**config.mk**
```make
export PLATFORM = sky130hd
export DESIGN_NAME = rc5_ir_frame_decoder_unit
export DESIGN_NICKNAME = d
export VERILOG_FILES = /design/src/sv/rc5ir_pkg.sv /design/src/sv/rc5ir_front.sv /design/src/sv/rc5ir_queue.sv /design/src/sv/rc5ir_back.sv /design/src/sv/rc5_ir_frame_decoder_unit.sv
export VERILOG_INCLUDE_DIRS = /design/src /design/src/sv
export SDC_FILE = /design/constraint.sdc
export NUM_CORES = 1
export LEC_CHECK = 0
export ABC_AREA = 0
export BUFFER_PORTS_ARGS = -buffer_cell sky130_fd_sc_hd__buf_2
export CAP_MARGIN = 15
export CORE_UTILIZATION = 54
export DETAILED_ROUTE_END_ITERATION = 7
export HOLD_SLACK_MARGIN = 0.06
export PLACE_DENSITY = 0.76
export SLEW_MARGIN = 20
export SYNTH_ARGS = -nofsm -noshare
export SYNTH_HDL_FRONTEND = slang
export SYNTH_SLANG_ARGS = --single-unit
```
**constraint.sdc**
```tcl
create_clock -name clock -period 6.9 [get_ports clock]
set_input_delay 1.38 -clock clock [delete_from_list [all_inputs] [get_ports clock]]
set_output_delay 1.38 -clock clock [all_outputs]
set_load 0.02 [all_outputs]
```
**src/sv/rc5_ir_frame_decoder_unit_macros.svh**
```systemverilog
// Assertion macros shared by the RC5 infrared frame decoder modules.
`ifndef RC5_IR_FRAME_DECODER_UNIT_MACROS_SVH
`define RC5_IR_FRAME_DECODER_UNIT_MACROS_SVH
`ifndef ASSERT_OFF
`define RC5IR_ASSERT_IMPL(label, clk, rst, pre, post) \
   label: assert property (@(posedge clk) disable iff (rst) (pre) |-> (post)) \
      else $error("rc5ir: same-cycle check failed");
`define RC5IR_ASSERT_NEXT(label, clk, rst, pre, post) \
   label: assert property (@(posedge clk) disable iff (rst) (pre) |=> (post)) \
      else $error("rc5ir: next-cycle check failed");
`else
`define RC5IR_ASSERT_IMPL(label, clk, rst, pre, post)
`define RC5IR_ASSERT_NEXT(label, clk, rst, pre, post)
`endif
`endif

```
**src/sv/rc5ir_pkg.sv**
```systemverilog
// Types and constants shared by the RC5 infrared frame decoder modules.
package rc5ir_pkg;

   // Transaction commands.
   localparam logic CMD_EDGE = 1'b0;
   localparam logic CMD_READ = 1'b1;

   // Gap classes decided by the front end.
   localparam logic [1:0] GAP_SILENCE = 2'd0;
   localparam logic [1:0] GAP_SHORT   = 2'd1;
   localparam logic [1:0] GAP_LONG    = 2'd2;

   // Configuration register indexes.
   localparam int unsigned CSR_INDEX_W = 2;
   localparam int unsigned CSR_DATA_W  = 24;
   localparam logic [CSR_INDEX_W-1:0] CSR_SHORT_GAP_MAX = 2'd0;
   localparam logic [CSR_INDEX_W-1:0] CSR_SILENCE_MIN   = 2'd1;
   localparam logic [CSR_INDEX_W-1:0] CSR_IDLE_FORGET   = 2'd2;

   // Register reset values.
   localparam logic [15:0] SHORT_GAP_MAX_RESET = 16'd1200;
   localparam logic [19:0] SILENCE_MIN_RESET   = 20'd10000;
   localparam logic [23:0] IDLE_FORGET_RESET   = 24'd1000000;

   localparam logic [31:0] TOGGLE_MASK = 32'h0000_0800;

   // Queue between front end and decoder.
   localparam int unsigned QUEUE_DEPTH = 2;

   typedef struct packed {
      logic [15:0] short_gap_max_us;
      logic [19:0] silence_min_us;
      logic [23:0] idle_forget_us;
   } csr_type;

   typedef struct packed {
      logic        command;
      logic [31:0] edge_time_us;
      logic        pin_level;
      logic [1:0]  gap_class;
   } queue_entry_type;

endpackage

```
**src/sv/rc5ir_front.sv**
```systemverilog
// Front end: accepts transactions, measures and classifies the edge gap.
module rc5ir_front (
   input  logic                      clock,
   input  logic                      reset,
   input  logic                      req_valid,
   input  logic                      req_command,
   input  logic [31:0]               req_edge_time_us,
   input  logic                      req_pin_level,
   input  logic                      queue_full,
   input  rc5ir_pkg::csr_type        csr,
   output logic                      push,
   output rc5ir_pkg::queue_entry_type push_entry
);

   logic [31:0] last_edge_ff;
   logic [31:0] last_edge_in;
   logic [31:0] gap;
   logic [1:0]  gap_class;

   assign push = req_valid && !queue_full;
   assign gap  = req_edge_time_us - last_edge_ff;

   always_comb begin
      priority if (gap >= {12'd0, csr.silence_min_us}) begin
         gap_class = rc5ir_pkg::GAP_SILENCE;
      end else if (gap < {16'd0, csr.short_gap_max_us}) begin
         gap_class = rc5ir_pkg::GAP_SHORT;
      end else begin
         gap_class = rc5ir_pkg::GAP_LONG;
      end
   end

   always_comb begin
      last_edge_in = last_edge_ff;
      if (push && req_command == rc5ir_pkg::CMD_EDGE) begin
         last_edge_in = req_edge_time_us;
      end
   end

   always_ff @(posedge clock) begin
      if (reset) begin
         last_edge_ff <= '0;
      end else begin
         last_edge_ff <= last_edge_in;
      end
   end

   always_comb begin
      push_entry.command      = req_command;
      push_entry.edge_time_us = req_edge_time_us;
      push_entry.pin_level    = req_pin_level;
      push_entry.gap_class    = gap_class;
   end

endmodule

```
**src/sv/rc5ir_queue.sv**
```systemverilog
// Two-entry queue between the front end and the decoder.
`include "rc5_ir_frame_decoder_unit_macros.svh"
module rc5ir_queue (
   input  logic                       clock,
   input  logic                       reset,
   input  logic                       push,
   input  rc5ir_pkg::queue_entry_type push_entry,
   input  logic                       pop,
   output logic                       head_valid,
   output rc5ir_pkg::queue_entry_type head_entry,
   output logic                       full
);

   localparam int unsigned PtrW = $clog2(rc5ir_pkg::QUEUE_DEPTH);
   localparam int unsigned CntW = $clog2(rc5ir_pkg::QUEUE_DEPTH + 1);
   localparam logic [CntW-1:0] CountFull = CntW'(rc5ir_pkg::QUEUE_DEPTH);
   localparam logic [PtrW-1:0] PtrLast   = PtrW'(rc5ir_pkg::QUEUE_DEPTH - 1);

   rc5ir_pkg::queue_entry_type entry_ff [rc5ir_pkg::QUEUE_DEPTH];
   logic [PtrW-1:0] wr_ptr_ff, wr_ptr_in;
   logic [PtrW-1:0] rd_ptr_ff, rd_ptr_in;
   logic [CntW-1:0] count_ff, count_in;

   assign head_valid = (count_ff != '0);
   assign full       = (count_ff == CountFull);
   assign head_entry = entry_ff[rd_ptr_ff];

   always_comb begin
      wr_ptr_in = wr_ptr_ff;
      rd_ptr_in = rd_ptr_ff;
      count_in  = count_ff;
      if (push) begin
         wr_ptr_in = (wr_ptr_ff == PtrLast) ? '0 : wr_ptr_ff + 1'b1;
      end
      if (pop) begin
         rd_ptr_in = (rd_ptr_ff == PtrLast) ? '0 : rd_ptr_ff + 1'b1;
      end
      if (push && !pop) begin
         count_in = count_ff + 1'b1;
      end else if (pop && !push) begin
         count_in = count_ff - 1'b1;
      end
   end

   always_ff @(posedge clock) begin
      if (reset) begin
         wr_ptr_ff <= '0;
         rd_ptr_ff <= '0;
         count_ff  <= '0;
      end else begin
         wr_ptr_ff <= wr_ptr_in;
         rd_ptr_ff <= rd_ptr_in;
         count_ff  <= count_in;
      end
   end

   always_ff @(posedge clock) begin
      if (push) begin
         entry_ff[wr_ptr_ff] <= push_entry;
      end
   end

   `RC5IR_ASSERT_IMPL(a_no_push_when_full, clock, reset, full, !push)
   `RC5IR_ASSERT_IMPL(a_no_pop_when_empty, clock, reset, !head_valid, !pop)
   `RC5IR_ASSERT_NEXT(a_fills_up, clock, reset, push && !pop && count_ff == CountFull - 1'b1, full)

endmodule

```
**src/sv/rc5ir_back.sv**
```systemverilog
// Decoder back end: half-bit counting, frame assembly, mailbox and result register.
`include "rc5_ir_frame_decoder_unit_macros.svh"
module rc5ir_back #(
   parameter int unsigned FRAME_HALF_BITS = 27
) (
   input  logic                       clock,
   input  logic                       reset,
   input  logic                       head_valid,
   input  rc5ir_pkg::queue_entry_type head_entry,
   output logic                       pop,
   input  rc5ir_pkg::csr_type         csr,
   output logic                       rsp_valid,
   input  logic                       rsp_stall,
   output logic                       rsp_code_found,
   output logic [31:0]                rsp_key_code
);

   localparam logic [7:0] FrameEnd = 8'(FRAME_HALF_BITS);

   logic [7:0]  half_count_ff, half_count_in;
   logic [31:0] shift_ff, shift_in;
   logic [31:0] last_code_ff, last_code_in;
   logic        last_valid_ff, last_valid_in;
   logic [31:0] last_time_ff, last_time_in;
   logic [31:0] mailbox_code_ff, mailbox_code_in;
   logic        mailbox_full_ff, mailbox_full_in;
   logic        rsp_valid_ff, rsp_valid_in;
   logic        rsp_found_ff, rsp_found_in;
   logic [31:0] rsp_code_ff, rsp_code_in;

   logic [31:0] shifted;
   logic [31:0] shift_step;
   logic [7:0]  count_step;
   logic [8:0]  count_sum;
   logic [1:0]  add_amount;
   logic        frame_done;
   logic [31:0] frame;
   logic [31:0] since_last;
   logic [31:0] stripped;
   logic        do_edge;
   logic        do_read;

   assign pop     = head_valid && (head_entry.command == rc5ir_pkg::CMD_EDGE
                                   || !rsp_valid_ff || !rsp_stall);
   assign do_edge = pop && head_entry.command == rc5ir_pkg::CMD_EDGE;
   assign do_read = pop && head_entry.command == rc5ir_pkg::CMD_READ;

   assign shifted = {shift_ff[30:0], head_entry.pin_level};

   // Half-bit step; a data bit lands on each mid-bit edge.
   always_comb begin
      add_amount = 2'd0;
      shift_step = shift_ff;
      unique case (head_entry.gap_class)
         rc5ir_pkg::GAP_SHORT: begin
            add_amount = 2'd1;
            if (!half_count_ff[0]) shift_step = shifted;
         end
         rc5ir_pkg::GAP_LONG: begin
            add_amount = 2'd2;
            if (half_count_ff[0]) shift_step = shifted;
         end
         default: begin
            shift_step = '0;
         end
      endcase
      count_sum = {1'b0, half_count_ff} + {7'd0, add_amount};
      if (head_entry.gap_class == rc5ir_pkg::GAP_SILENCE) begin
         count_step = 8'd1;
      end else if (count_sum[8]) begin
         count_step = 8'hFF;
      end else begin
         count_step = count_sum[7:0];
      end
   end

   assign frame_done = (count_step == FrameEnd);
   assign frame      = frame_done ? shift_step : '0;
   assign since_last = head_entry.edge_time_us - last_time_ff;
   assign stripped   = frame & ~rc5ir_pkg::TOGGLE_MASK;

   always_comb begin
      half_count_in   = half_count_ff;
      shift_in        = shift_ff;
      last_code_in    = last_code_ff;
      last_valid_in   = last_valid_ff;
      last_time_in    = last_time_ff;
      mailbox_code_in = mailbox_code_ff;
      mailbox_full_in = mailbox_full_ff;
      rsp_found_in    = rsp_found_ff;
      rsp_code_in     = rsp_code_ff;
      rsp_valid_in    = rsp_valid_ff;
      if (rsp_valid_ff && !rsp_stall) begin
         rsp_valid_in = 1'b0;
      end
      if (do_edge) begin
         half_count_in = frame_done ? 8'd0 : count_step;
         shift_in      = shift_step;
         if (frame != '0) begin
            last_time_in = head_entry.edge_time_us;
            if (!last_valid_ff || frame != last_code_ff) begin
               mailbox_code_in = stripped;
               mailbox_full_in = (stripped != '0);
               last_code_in    = frame;
               last_valid_in   = 1'b1;
            end
         end else if (since_last >= {8'd0, csr.idle_forget_us}) begin
            last_valid_in = 1'b0;
            last_code_in  = '0;
         end
      end
      if (do_read) begin
         rsp_valid_in    = 1'b1;
         rsp_found_in    = mailbox_full_ff;
         rsp_code_in     = mailbox_full_ff ? mailbox_code_ff : '0;
         mailbox_code_in = '0;
         mailbox_full_in = 1'b0;
      end
   end

   always_ff @(posedge clock) begin
      if (reset) begin
         half_count_ff   <= '0;
         shift_ff        <= '0;
         last_code_ff    <= '0;
         last_valid_ff   <= 1'b0;
         last_time_ff    <= '0;
         mailbox_code_ff <= '0;
         mailbox_full_ff <= 1'b0;
         rsp_valid_ff    <= 1'b0;
      end else begin
         half_count_ff   <= half_count_in;
         shift_ff        <= shift_in;
         last_code_ff    <= last_code_in;
         last_valid_ff   <= last_valid_in;
         last_time_ff    <= last_time_in;
         mailbox_code_ff <= mailbox_code_in;
         mailbox_full_ff <= mailbox_full_in;
         rsp_valid_ff    <= rsp_valid_in;
      end
   end

   always_ff @(posedge clock) begin
      rsp_found_ff <= rsp_found_in;
      rsp_code_ff  <= rsp_code_in;
   end

   assign rsp_valid      = rsp_valid_ff;
   assign rsp_code_found = rsp_found_ff;
   assign rsp_key_code   = rsp_code_ff;

   `RC5IR_ASSERT_IMPL(a_empty_read_is_zero, clock, reset, rsp_valid_ff && !rsp_found_ff, rsp_code_ff == '0)
   `RC5IR_ASSERT_IMPL(a_full_mailbox_nonzero, clock, reset, mailbox_full_ff, mailbox_code_ff != '0)

endmodule

```
**src/sv/rc5_ir_frame_decoder_unit.sv**
```systemverilog
// Top level of the RC5 infrared frame decoder.
//
// The block decodes a Manchester-coded RC5 infrared stream from edge transactions
// (command 0, with a microsecond timestamp and the inverted pin level) and answers
// read transactions (command 1) with one result that empties the one-entry mailbox.
// It takes one transaction per clock cycle for as long as the result side keeps up.
// An accepted transaction is classified in the front end in the same cycle (gap
// measurement against the previous edge), waits in a two-entry queue and is then carried
// out by the decoder. A read result passes through the queue register and the decoder's
// result register before it is offered on the rsp channel, and it is held in that output
// register until taken.
// A stalled result holds back the next read in the decoder, and everything queued
// behind that read. Edges ahead of it keep flowing, and the front end stops taking
// transactions only when the queue is full.
// Configuration registers are written by index through the csr port and should only
// be changed while no transaction is in flight.
module rc5_ir_frame_decoder_unit #(
   parameter int unsigned FRAME_HALF_BITS = 27
) (
   input  logic                             clock,
   input  logic                             reset,
   input  logic                             req_valid,
   output logic                             req_stall,
   input  logic                             req_command,
   input  logic [31:0]                      req_edge_time_us,
   input  logic                             req_pin_level,
   output logic                             rsp_valid,
   input  logic                             rsp_stall,
   output logic                             rsp_code_found,
   output logic [31:0]                      rsp_key_code,
   input  logic                             csr_write_en,
   input  logic [rc5ir_pkg::CSR_INDEX_W-1:0] csr_index,
   input  logic [rc5ir_pkg::CSR_DATA_W-1:0]  csr_wdata
);

   rc5ir_pkg::csr_type         csr_ff, csr_in;
   rc5ir_pkg::queue_entry_type push_entry;
   rc5ir_pkg::queue_entry_type head_entry;
   logic                       push;
   logic                       pop;
   logic                       head_valid;
   logic                       queue_full;

   // Configuration registers: each write keeps only the register's own width.
   always_comb begin
      csr_in = csr_ff;
      if (csr_write_en) begin
         unique case (csr_index)
            rc5ir_pkg::CSR_SHORT_GAP_MAX: csr_in.short_gap_max_us = csr_wdata[15:0];
            rc5ir_pkg::CSR_SILENCE_MIN:   csr_in.silence_min_us   = csr_wdata[19:0];
            rc5ir_pkg::CSR_IDLE_FORGET:   csr_in.idle_forget_us   = csr_wdata[23:0];
            default: begin
               csr_in = csr_ff;
            end
         endcase
      end
   end

   always_ff @(posedge clock) begin
      if (reset) begin
         csr_ff.short_gap_max_us <= rc5ir_pkg::SHORT_GAP_MAX_RESET;
         csr_ff.silence_min_us   <= rc5ir_pkg::SILENCE_MIN_RESET;
         csr_ff.idle_forget_us   <= rc5ir_pkg::IDLE_FORGET_RESET;
      end else begin
         csr_ff <= csr_in;
      end
   end

   // The front end stalls only on a full queue, which is a registered condition.
   assign req_stall = queue_full;

   rc5ir_front u_front (
      .clock            (clock),
      .reset            (reset),
      .req_valid        (req_valid),
      .req_command      (req_command),
      .req_edge_time_us (req_edge_time_us),
      .req_pin_level    (req_pin_level),
      .queue_full       (queue_full),
      .csr              (csr_ff),
      .push             (push),
      .push_entry       (push_entry)
   );

   rc5ir_queue u_queue (
      .clock      (clock),
      .reset      (reset),
      .push       (push),
      .push_entry (push_entry),
      .pop        (pop),
      .head_valid (head_valid),
      .head_entry (head_entry),
      .full       (queue_full)
   );

   rc5ir_back #(
      .FRAME_HALF_BITS (FRAME_HALF_BITS)
   ) u_back (
      .clock          (clock),
      .reset          (reset),
      .head_valid     (head_valid),
      .head_entry     (head_entry),
      .pop            (pop),
      .csr            (csr_ff),
      .rsp_valid      (rsp_valid),
      .rsp_stall      (rsp_stall),
      .rsp_code_found (rsp_code_found),
      .rsp_key_code   (rsp_key_code)
   );

endmodule

```
After elaboration in Yosys (flattened, before gate mapping). Memories as Yosys holds them, arrays and structs flattened. A register that Yosys moved wholly into a read port is not among the register bits. Index checks and enable logic that the tools add are counted.

Reductions and logical operators: 32. Multiplexer cells: 26. Order comparisons: 3. Add/sub/neg operators: 7. Bitwise operators: 2. Eq/ne operators: 8.

Operators by type and width (count): 2-to-1 mux 32 bit (6); case mux 32 bit (2 select lines) (1); nonzero test 32 bit (2); subtractor 32 bit (2); greater-or-equal comparator 32 x 20 -> 1 bit (1); greater-or-equal comparator 32 x 24 -> 1 bit (1); < comparator 32 x 16 -> 1 bit (1); inequality test 32 bit (1); 2-to-1 mux 8 bit (3); 2-to-1 mux 1 bit (11); adder 8 x 2 -> 9 bit (1); equality test 8 x 5 -> 1 bit (second input constant) (1); logical AND 1 bit (8); 2-to-1 mux 2 bit (4); AND reduction 2 bit (4); nonzero test 2 bit (4); equality test 2 bit (second input constant) (3); zero test 1 bit (6); AND reduction 3 bit (2); equality test 2 x 1 -> 1 bit (second input constant) (2); zero test 2 bit (2); case mux 2 bit (2 select lines) (1); logical OR 1 bit (3); adder 1 bit (second input constant) (2); 5 further kinds (6).

Memories: 1. Input bits: 65. Word-level logic and storage cells: 96. Register bits after elaboration: 266. Bits in writable memories: 72. Output and inout bits: 35.

Memories: u_queue.entry_ff (depth 2, width 36, read ports 1, clocked after Yosys merged registers in 1, wr ports 1, line rc5ir_queue.sv:19) `rc5ir_pkg::queue_entry_type entry_ff [rc5ir_pkg::QUEUE_DEPTH];`.

Longest topological paths before layout. Gate-level depths: netlist of the first run.

Word-level depth: 11. Mapped depth: 25. Depth with buffers taken out: 22.

Cells and area by module. A second synthesis of the first run with hierarchy kept.

Cell total of the unflattened synthesis: 2205. Area total of the unflattened synthesis: 19700.1 µm².

By module, submodules not included: rc5ir_back (sequential area each 3723.6 µm², instances 1, area an instance 10179.8 µm², cells an instance 1235); rc5ir_front (sequential area each 640.6 µm², instances 1, area an instance 4229.1 µm², cells an instance 596); rc5ir_queue (sequential area each 2262.2 µm², instances 1, area an instance 2816.5 µm², cells an instance 134); rc5_ir_frame_decoder_unit (sequential area each 1201.2 µm², instances 1, area an instance 2474.9 µm², cells an instance 240).

Worst setup path after synthesis of the first run. OpenSTA, ideal clock, no wires.

Kind: in2reg. Start: in req_edge_time_us[0]. End: mem u_queue.entry_ff[0][1] (netlist name) (data pin). Setup slack: 1.642 ns. Stages: 19. Arrival time: 5.119 ns. Path buffers: 0. Required time: 6.761 ns. Setup time: 0.139 ns. Cells stage by stage: inv_1 > ha_1 > inv_1 > fa_1 > a211oi_1 > o21ai_1 > a21o_1 > a211oi_1 > o31a_1 > xnor2_1 > ha_1 > nor2b_1 > o21ai_0 > nand3_1 > a211oi_1 > nand3_1 > a211o_1 > or4_4 > and4bb_1.

RTL lines: start: declaration (line rc5_ir_frame_decoder_unit.sv:25) `input logic [31:0] req_edge_time_us,`; end: declaration (line rc5ir_queue.sv:19).

==> flow_metrics.tcl, run 1 <==
set metrics [dict create \
    vias 16400 \
    status "finished, final reports clean" \
    synth_edf_count 104 \
    grt_overflow 0 \
    ys_seq_elements 339 \
    timing.max_cap.violations 0 \
    synth_area_leaders "dfxtp_1 25%, edfxtp_1 16%, ha_1 8.5%, a21oi_1 6.1%, nand2_1 5.9%" \
    critPathRequiredTime_ns 7.34 \
    clock.fmax_mhz 172 \
    drtPass1Iterations 8 \
    yosysMostFrequentCell "nand2_1" \
    start_util_pct 55.0 \
    start_kind "flip-flop" \
    path_max_fanout 33 \
    nFillCells 2945 \
    ir_worst_vdd_mv 0.240 \
    rows 68 \
    finalCritPeriodShare_pct 84.1 \
    io-pin-count 100 \
    syn_to_final_growth_pct 10.6 \
    synth_top_cell_by_area "dfxtp_1" \
    place_ws_ns 0.864 \
    skew_ns 0.0143 \
    gp_congestion 0.966 \
    worstSetupPathType "reg2reg" \
    layout_setup_ws_ns 1.10 \
    grt_max_degree 89 \
    clock_path_buffers 3 \
    dpl_cell_area_um2 19800 \
    grt_first_pass_wirelength_um 79000 \
    grt.total_usage_pct 27.1 \
    cp.arrival_ns 6.24 \
    synthArstFlopShare_pct 0 \
    layout_min_cycle_time_ns 5.80 \
    antenna_found_initial 1 \
    power_leakage_nw 7.62 \
    dieArea_um2 36000 \
    drtIter0Drc 1242 \
    setup-violations-final 0 \
    layout-drive-gt1-share_pct 10.7 \
    viasPerCell 6.04 \
    dp_hpwl_um 34400 \
    ctsHoldBuffers 0 \
    ys_seq_area_share_pct 41.1 \
    io_buffers 98 \
    cts_tree "built" \
    die_w_um 190 \
    finalSetupTns_ns 0 \
    netlist_instances 2198 \
    worstMarginPinSlew_ns 1.12 \
    utilization_pct 60.9 \
    design_area_um2 21100 \
    synth_commonest_cells "297 x nand2_1, 235 x dfxtp_1, 232 x a21oi_1, 150 x inv_1, 148 x nor2_1" \
    numCtsBuffers 38 \
    synth_area_per_cell_um2 8.67 \
    hold_viol_final 0 \
    synth_ff_type "dfxtp_1" \
    synth_top_area_share_pct 24.7 \
    relSlewSlack_pct 25.1 \
    p_per_area_nw_per_um2 321 \
    drt_wl_total_um 49600 \
    ys_types 85 \
    drc_errors 0 \
    rsz0062_at_grt "no" \
    wire_per_inst_um 18.3 \
    insertion_delay_ns 0.54 \
    yosys_warnings 0 \
    clk_pin_slew_ns 0.06 \
    slew_viol_final 0 \
    crit_path_end_kind "flip-flop" \
    postCtsSetupRepairBufs 0 \
    coreArea_um2 34600 \
    clockRootBuffer "clkbuf_16" \
    grt_pass1_vias 15500 \
    worstHoldPathType "reg2reg" \
    nets 2424 \
    synth_area_um2 19000 \
    cts_resized 0 \
    syn_nets 2395 \
    postRouteAntennaNets 0 \
    fp.dieH_um 190 \
    htree_levels 2 \
    p_total_w 0.00676 \
    clock-sinks 339 \
]
[worst paths after layout]
| path | slack, ns | depth (start not counted) | to | startpoint |
|---|---|---|---|---|
| max | 1.10 | 23 | u_back.last_code_ff[21] | flip-flop |
| max reg2reg | 1.10 | 23 | u_back.last_code_ff[21] | flip-flop |
| min | 0.45 | 2 | u_front.last_edge_ff[24] | u_front.last_edge_ff[24] |
| min reg2reg | 0.45 | 2 | u_front.last_edge_ff[24] | u_front.last_edge_ff[24] |
[routing by layer]
layer / wire length [µm] / GRT usage, % / share of wire (%) / vias to the layer above
met3: 2860 / 3.17 / 5.8 / 110
met4: 1630 / 10.3 / 3.3 / 0
met1: 20900 / 34.4 / 42 / 7693
li1: - / - / - / 7977
met5: 0 / 0 / 0 / -
met2: 24200 / 47.1 / 49 / 607
[power breakdown]
group | leakage [nW] | internal [W] | switching [W]
clock | 0.635 | 0.00124 | 0.000844
combinational | 4.10 | 0.000834 | 0.00151
sequential | 2.88 | 0.00224 | 0.000101
[flip-flops by register name (all words and copies together) (netlist names), 2 cells and up, named ones only]
| signal | count |
|---|---|
| u_queue.entry_ff | 72 |
| csr_ff | 60 |
| u_back.last_code_ff | 32 |
| u_back.last_time_ff | 32 |
| u_back.shift_ff | 32 |
| u_front.last_edge_ff | 32 |
| u_back.mailbox_code_ff | 31 |
| u_back.rsp_key_code | 31 |
| u_back.half_count_ff | 8 |
| u_queue.count_ff | 2 |
[logic make-up (layout without fill, tap and decap cells)]
kind of cell	Yosys count	after routing	synth area share [%]
adders and majority gates	132	132	8.79
DFF	339	339	41.1
xor gates and xnor gates	70	70	3.22
other	1	3	0.0197
buffers and inverters	280	339	5.98
and+or+nand+nor	696	696	16.9
AOI/OAI and AO/OA	635	635	21.4
muxes	45	45	2.57
[placed cells by master (no fill, tap or decap), drive strengths merged, types with 7 or more instances in the layout]
cell	n
xor2	31
nand2b	15
dfxtp	235
nand3	53
and2	37
inv	154
nand2	299
o22ai	12
o21ai	100
nor2b	11
o221ai	7
mux2	32
nor4	12
edfxtp	104
a21boi	7
o21a	12
nor3	29
a2111oi	10
xnor2	39
a31oi	10
nand4	49
o211ai	29
a21o	32
a211oi	31
a22oi	38
nor2	148
o31ai	29
clkbuf	50
a211o	11
a221oi	25
clkinv	12
mux2i	13
buf	118
a21oi	232
ha	129
[metrics by stage]
stage | hold slack (ns) | instances
after floorplan | 0.427 | 2198
after global placement | 0.442 | 2642
after detailed placement | 0.446 | 2642
after CTS | 0.455 | 2712
after global routing | 0.466 | 2712
final | 0.452 | 2714
[critical path: stages (launching register included)]
cell and delay, ns:
dfxtp_2 0.44, buf_12 0.24, mux2i_1 0.29, ha_1 0.20
inv_1 0.05, fa_1 0.41, a211oi_1 0.33, o211ai_1 0.18
nand2_1 0.13, o21bai_1 0.07, a21oi_1 0.26, xnor2_1 0.19
ha_1 0.27, nand2_1 0.09, o21ai_0 0.14, a2111oi_0 0.64
a21o_1 0.25, a2111oi_0 0.12, nor4_1 0.28, nand4_1 0.20
o31ai_4 0.25, buf_4 0.37, nand4_1 0.15, o31ai_1 0.13
[cell type report]
cell class	instances	area [µm²]	share of cell area, %
repair buffers	118	672	3.19
multi-input cells	1579	10200	48.2
clock inverters	20	223	1.06
inverters	151	567	2.69
diodes	2	5.00	0.0237
flip-flops and latches	339	7830	37.1
well taps	455	569	2.70
clock buffers	50	1060	5.02
Power figures use the tool's default switching activity.
==> inputs of run 2 (changes only) <==
--- a/config.mk
+++ b/config.mk
@@ -12,7 +12,7 @@
 export CORE_UTILIZATION = 54
 export DETAILED_ROUTE_END_ITERATION = 7
 export HOLD_SLACK_MARGIN = 0.06
-export PLACE_DENSITY = 0.76
+export PLACE_DENSITY = 0.79
 export SLEW_MARGIN = 20
 export SYNTH_ARGS = -nofsm -noshare
 export SYNTH_HDL_FRONTEND = slang
==> constraint.sdc (replaced) <==
create_clock -name clock -period 5.17 [get_ports clock]
set_input_delay 1.034 -clock clock [delete_from_list [all_inputs] [get_ports clock]]
set_output_delay 1.034 -clock clock [all_outputs]
set_load 0.02 [all_outputs]
==> flow_metrics.tcl, run 2 (synthesis gave the netlist of run 1 again) <==
set metrics [dict create \
    dp_hpwl_um 36700 \
    finalSetupTns_ns 0 \
    grt_max_degree 94 \
    multi_input_area_um2 10300 \
    antenna_found_initial 1 \
    rrSetupSlack_ns 0.18 \
    p_per_area_nw_per_um2 430 \
    drtPass1Iterations 6 \
    relSlewSlack_pct 20.9 \
    critPathRequiredTime_ns 5.62 \
    coreArea_um2 34600 \
    power.switching_w 0.00343 \
    path_max_fanout 8 \
    clock_power_share_pct 29.7 \
    critPathSlowestCell "dfxtp_4" \
    cts_tree "built" \
    utilization_pct 64.6 \
    htree_levels 2 \
    worstSetupPathType "reg2reg" \
    grt_first_pass_wirelength_um 81800 \
    ctsHoldBuffers 0 \
    die_w_um 190 \
    seq_power_share_pct 32.2 \
    slowest_delay_ns 0.38 \
    crit_path_end_kind "flip-flop" \
    seqCellArea_um2 7830 \
    hold_start "u_front.last_edge_ff[12]" \
    top_register "u_queue.entry_ff" \
    drtIter0Drc 1211 \
    power_leakage_nw 8.31 \
    status "finished, final reports clean" \
    internal_power_w 0.00618 \
    wire_per_inst_um 18.3 \
    nFillCells 2840 \
    fp.dieH_um 190 \
    syn_to_final_growth_pct 17.4 \
    clock-sinks 339 \
    switching_share_pct 35.7 \
    slew_viol_final 0 \
    ir_worst_vdd_mv 0.300 \
    largest_register_ffs 72 \
    gp_congestion 0.986 \
    drt_wl_total_um 51900 \
    clockRootBuffer "clkbuf_16" \
    start_kind "flip-flop" \
    finalCritPeriodShare_pct 96.6 \
    layout_min_cycle_time_ns 4.99 \
    layout-drive-gt1-share_pct 16.3 \
    start_util_pct 55.0 \
    worstHoldPathType "reg2reg" \
    viasPerCell 6.00 \
    grt_pass1_vias 16100 \
    dieArea_um2 36000 \
    grt.total_usage_pct 28.1 \
    timing.max_cap.violations 0 \
    skew_ns 0.0299 \
    clock_path_buffers 3 \
    io_buffers 98 \
    final_cell_mix "296 x nand2_1, 233 x dfxtp_1, 228 x a21oi_1" \
    final_common_cell "nand2_1" \
    io-pin-count 100 \
    postRouteAntennaNets 0 \
    hold_viol_final 0 \
    hold_end "u_front.last_edge_ff[12]" \
    drc_errors 0 \
    setup-violations-final 0 \
    vias 17000 \
    grt_overflow 0 \
    power_frac_comb_pct 38.1 \
    rows 68 \
    clk_pin_slew_ns 0.06 \
    clock.fmax_mhz 200 \
    insertion_delay_ns 0.54 \
    worstMarginPinSlew_ns 1.18 \
    cp.arrival_ns 5.44 \
    holdPathStages 2 \
    top_regs "u_queue.entry_ff (72), csr_ff (60)" \
    numCtsBuffers 38 \
    reg2regPathDepth 27 \
    timing.rr.end "u_back.last_code_ff[16]" \
    nets 2549 \
]
run 2: worst max-delay path by stage:
| stage | from | endpoint |
|---|---|---|
| floorplan | flip-flop | u_back.last_code_ff[9] |
| global route | flip-flop | u_back.last_code_ff[16] |
| detailed placement | req_edge_time_us[0] | u_queue.entry_ff[1][0] |
| CTS | flip-flop | u_back.last_code_ff[31] |
| global placement | req_edge_time_us[0] | u_queue.entry_ff[0][1] |
| finish | flip-flop | u_back.last_code_ff[16] |
run 2: power groups by stage:
stage | logic, W | clock network, W | registers [W]
6_report | 0.00366 | 0.00285 | 0.00310
5_1_grt | 0.00400 | 0.00299 | 0.00312
4_1_cts | 0.00342 | 0.00289 | 0.00309
3_5_place_dp | 0.00340 | 0 | 0.00315
3_3_place_gp | 0.00333 | 0 | 0.00314
2_1_floorplan | 0.00219 | 0 | 0.00321
run 2: layout make-up:
class / count / share of cell area, %
antenna: 1 / 0.0112
clock buffer: 52 / 4.80
multi-input combinational: 1579 / 46.0
sequential: 339 / 35.0
inverter: 151 / 2.53
clock inverter: 18 / 1.12
timing repair buffer: 243 / 7.95
tap: 455 / 2.54
run 2: per-stage QoR:
step | hold WS (ns) | area, µm² | total power [W] | cells | setup slack, ns
floorplan | 0.427 | 19000 | 0.00540 | 2198 | 0.0167
global route | 0.470 | 22400 | 0.0101 | 2838 | -0.0537
CTS | 0.455 | 22100 | 0.00940 | 2829 | 0.0299
detailed placement | 0.447 | 20700 | 0.00654 | 2759 | -0.195
global placement | 0.441 | 20700 | 0.00647 | 2759 | -0.160
finish | 0.452 | 22400 | 0.00961 | 2838 | 0.176
run 2: routing by layer:
| metal | track usage, % | wire length (µm) | up-vias |
|---|---|---|---|
| li1 | - | - | 8221 |
| met1 | 34.5 | 21300 | 8040 |
| met2 | 48.4 | 25100 | 614 |
| met3 | 3.87 | 3090 | 146 |
| met4 | 13.1 | 2490 | 0 |
| met5 | 0 | 0 | - |
run 2: critical path: cells and delay by family, from the launching register on:
| family | cells | cell delay, ns |
|---|---|---|
| adders and majority gates | 3 | 0.75 |
| and+or+nand+nor | 8 | 0.88 |
| xor gates and xnor gates | 1 | 0.14 |
| muxes | 1 | 0.25 |
| AOI/OAI and AO/OA | 8 | 1.61 |
| DFF | 1 | 0.38 |
| buffers and inverters | 6 | 0.89 |
run 2: repair_timing:
| action | in CTS | in global routing |
|---|---|---|
| cloned | 0 | 4 |
| buffers inserted | 0 | 5 |
| pin swaps | 0 | 16 |
| gates resized for setup | 2 | 41 |
| setup endpoints to repair | 18 | 69 |
